$ cat src/cbm_ram.sv
// Generic single-port synchronous RAM with a registered read.
`default_nettype none

module cbm_ram #(
   parameter int WIDTH = 8,
   parameter int DEPTH = 256
) (
   input  wire logic                     clock,
   input  wire logic                     we,
   input  wire logic [$clog2(DEPTH)-1:0] addr,
   input  wire logic [WIDTH-1:0]         wdata,
   output logic      [WIDTH-1:0]         rdata
);

   logic [WIDTH-1:0] mem_ff [DEPTH];
   logic [WIDTH-1:0] rdata_ff;

   // Write port and registered read port share one address.
   always_ff @(posedge clock) begin
      if (we) begin
         mem_ff[addr] <= wdata;
      end
      rdata_ff <= mem_ff[addr];
   end

   assign rdata = rdata_ff;

endmodule

`default_nettype wire

$ cat config.mk
export PLATFORM = sky130hd
export DESIGN_NAME = cbm_ram
export DESIGN_NICKNAME = d
export VERILOG_FILES = /design/src/cbm_ram.sv
export SDC_FILE = /design/constraint.sdc
export NUM_CORES = 2
export LEC_CHECK = 0
export CAP_MARGIN = 0
export CORE_MARGIN = 2
export CORE_UTILIZATION = 55
export CTS_CLUSTER_SIZE = 16
export DETAILED_ROUTE_END_ITERATION = 8
export DONT_BUFFER_PORTS = 1
export PLACE_DENSITY_LB_ADDON = 0.25
export SLEW_MARGIN = 15
export SYNTH_ARGS = -nofsm -noshare
export SYNTH_HDL_FRONTEND = slang
export SYNTH_SLANG_ARGS = --single-unit
$ cat constraint.sdc
create_clock -name clock -period 5.8 [get_ports clock]
set_input_delay 0.29 -clock clock [delete_from_list [all_inputs] [get_ports clock]]
set_output_delay 0.29 -clock clock [all_outputs]
set_load 0.02 [all_outputs]
==> results.yml <==
cts:
  clk_latency_ns: 0.83
  root_buffer: "clkbuf_16"
  cts_resized: 0
  cts_max_path_buffers: 3
  clock_sinks: 2056
  cts_tree: "built"
  cts_hold_buf: 11
  clk_pin_slew_ns: 0.06
  htree_levels: 4
  cts_inserted_buffers: 196
  cts_setup_buffers: 0
power_and_ir_drop:
  vdd_ir_drop_max_mv: 0.357
  pwr-share-comb: 0.040
  pwr-share-seq: 0.545
  power_frac_clock: 0.415
  power_density_mw_per_mm2: 345
  netSwitchingPower_mw: 6.17
  p_leak_nw: 26.3
  intPower_mw: 23.9
  p_sw_frac: 0.205
sta:
  final_hold_viol_count: 0
  min_period_over_period: 0.808
  setup_viol: 0
  fin_ws_ns: 1.11
  max_freq_mhz: 213
  skew_ns: 0.0353
  rsz0062_at_grt: "false"
  fin_tns_setup_ns: 0
  relSlewSlack: 0.126
  fin_crit_ns: 4.69
  tightest_slew_ns: 1.29
  maxSlewViolCount: 0
layout:
  nets: 3624
  drive_above_1_share: 0.240
  fillers: 9586
  synthToLayoutAreaGrowth_pct: 11.1
  final_common_cell: "edfxtp_1"
  n_antenna_cell: 0
  mostFrequentLayoutCells: "edfxtp_1 (2048), mux4_2 (512), a22oi_1 (256)"
route:
  drtIter0Drc: 4371
  totalWireLength_um: 177000
  num_vias: 36800
  wire_per_inst_um: 31.3
  route.antenna.remaining_nets: 0
  vias_per_cell: 6.51
  firstDrtPassIters: 6
  drc: 0
floorplan:
  row_count: 138
  die_width_um: 382
  pin_count: 26
  dieHeight_um: 382
  core-area_mm2: 0.142
  start_util: 0.554
  dieArea_mm2: 0.146
yosys:
  synth-warning-count: 0
  synthTopCellsByArea: "edfxtp_1 (78%), mux4_2 (15%), a22oi_1 (2.4%)"
  avgSynthCellArea_um2: 22.1
  ys_types: 22
  synth_area_mm2: 0.0785
  synth_top_cell_by_area: "edfxtp_1"
  synthCells: 3547
  ys_seq_area_frac: 0.786
  synth_top_area_frac: 0.783
  synth_nets: 3565
  yosys_register_bits: 2056
worst_setup_path:
  crit_buf_inv: 3
  rrSetupSlack_ns: 2.92
  cp_cell_sequence: "buf_16 > buf_16 > nand2b_1 > nor2_1 > nand2_1 > buf_4 > nor2_1"
  cp-end-kind: "flop"
  critPathMaxFanout: 151
  criticalPathCategory: "in2reg"
  required_ns: 6.24
  cp_slowest_cell: "buf_16"
  worstPathArrival_ns: 5.13
  worst_setup_path_start_kind: "input port"
  critPathTopFamily: "simple AND/OR/NAND/NOR gates"
  slowest_delay_ns: 0.81
global_route:
  grt_pass1_vias: 37200
  grt_util_met1: 0.362
  grt.overflow.total: 0
  grt_max_degree: 519
  grtUsageTotal: 0.245
  use_met3: 0.0529
  top_usage_layer: "met2"
  met2_usage: 0.379
  grt_antenna_before_repair: 6
  grt_pass1_wl_um: 258000
placement:
  dp_hpwl_um: 92700
  gp_congestion: 0.784
  place_ws_ns: 1.97
  port_buffers: 0
min_path:
  hold_class: "in2reg"
run:
  cap_violations: 0
outcome:
  status: "finished clean"
-- per-stage QoR --
stage / hold WS (ns) / power, mW / util / cells / instance area [µm²]
after global routing: 0.0428 / 30.9 / 0.616 / 5663 / 87200
after CTS: 0.00358 / 30.1 / 0.615 / 5656 / 87000
after global placement: 0.451 / 17.5 / 0.568 / 5273 / 80400
after floorplan: 0.389 / 17.4 / - / 3547 / 78500
final: 0.0438 / 30.1 / 0.616 / 5663 / 87200
after detailed placement: 0.452 / 17.6 / 0.569 / 5280 / 80500
-- final cells by class --
| cell class | instances | area, µm² | area share |
|---|---|---|---|
| Inverter | 1 | 3.75 | 0.0000430 |
| Clock inverter | 120 | 1090 | 0.0125 |
| Tap cell | 1890 | 2360 | 0.0271 |
| Clock buffer | 245 | 5160 | 0.0592 |
| Sequential cell | 2056 | 61700 | 0.707 |
| Timing Repair Buffer | 93 | 1030 | 0.0118 |
| Multi-Input combinational cell | 1258 | 15900 | 0.182 |
-- power by group through the flow --
stage               sequential (mW)  combinational [mW]  clock, mW
detailed placement             16.7               0.830          0
finish                         16.4                1.21       12.5
floorplan                      16.7               0.728          0
CTS                            16.4                1.08       12.6
global placement               16.7               0.819          0
global route                   16.4                1.28       13.2
-- synth_stat cells --
cell type	n
nand4_1	8
clkbuf_1	145
inv_1	1
nand2b_1	6
a21oi_1	128
buf_6	16
mux4_2	512
dfxtp_1	8
buf_4	16
buf_1	19
and2_1	3
nor2b_1	7
or2_2	2
nand3_1	13
a22oi_1	256
nor2_1	232
edfxtp_1	2048
nand2_1	28
or3_1	1
nor3_1	30
o41ai_1	32
buf_2	36
-- kinds of logic (layout without fill, tap and decap cells) --
kind of cell | Yosys count | in the layout | share of synthesized area
buffers and inverters | 233 | 459 | 0.0140
flip-flops | 2056 | 2056 | 0.786
AO/OA/AOI/OAI | 416 | 416 | 0.0362
AND/OR/NAND/NOR | 330 | 330 | 0.0173
multiplexers | 512 | 512 | 0.147
-- path summary, 6_finish.rpt --
check	from	endpoint	cells after the start
max	addr[0]	mem_ff[41][6]	7
min	we	mem_ff[183][6]	2
max reg2reg	mem_ff[46][0]	rdata[0]	5
min reg2reg	mem_ff[138][4]	rdata[4]	5
-- worst reg2reg max path, cell delays in order, from the launching register on --
cell and delay [ns]:
edfxtp_1 0.36, mux4_2 0.47, a22oi_1 0.32, a21oi_1 0.17, o41ai_2 0.91, nand4_1 0.41
-- registers in the layout, indices dropped and copies added (netlist names) --
| register | cells |
|---|---|
| mem_ff | 2048 |
| rdata | 8 |
-- per-layer routing --
layer,share of wire,routed length (µm)
met4,0.024,4230
met5,0.00030,53
met3,0.096,17100
met2,0.48,84900
met1,0.40,71100
(Power assumes the default switching activity.)
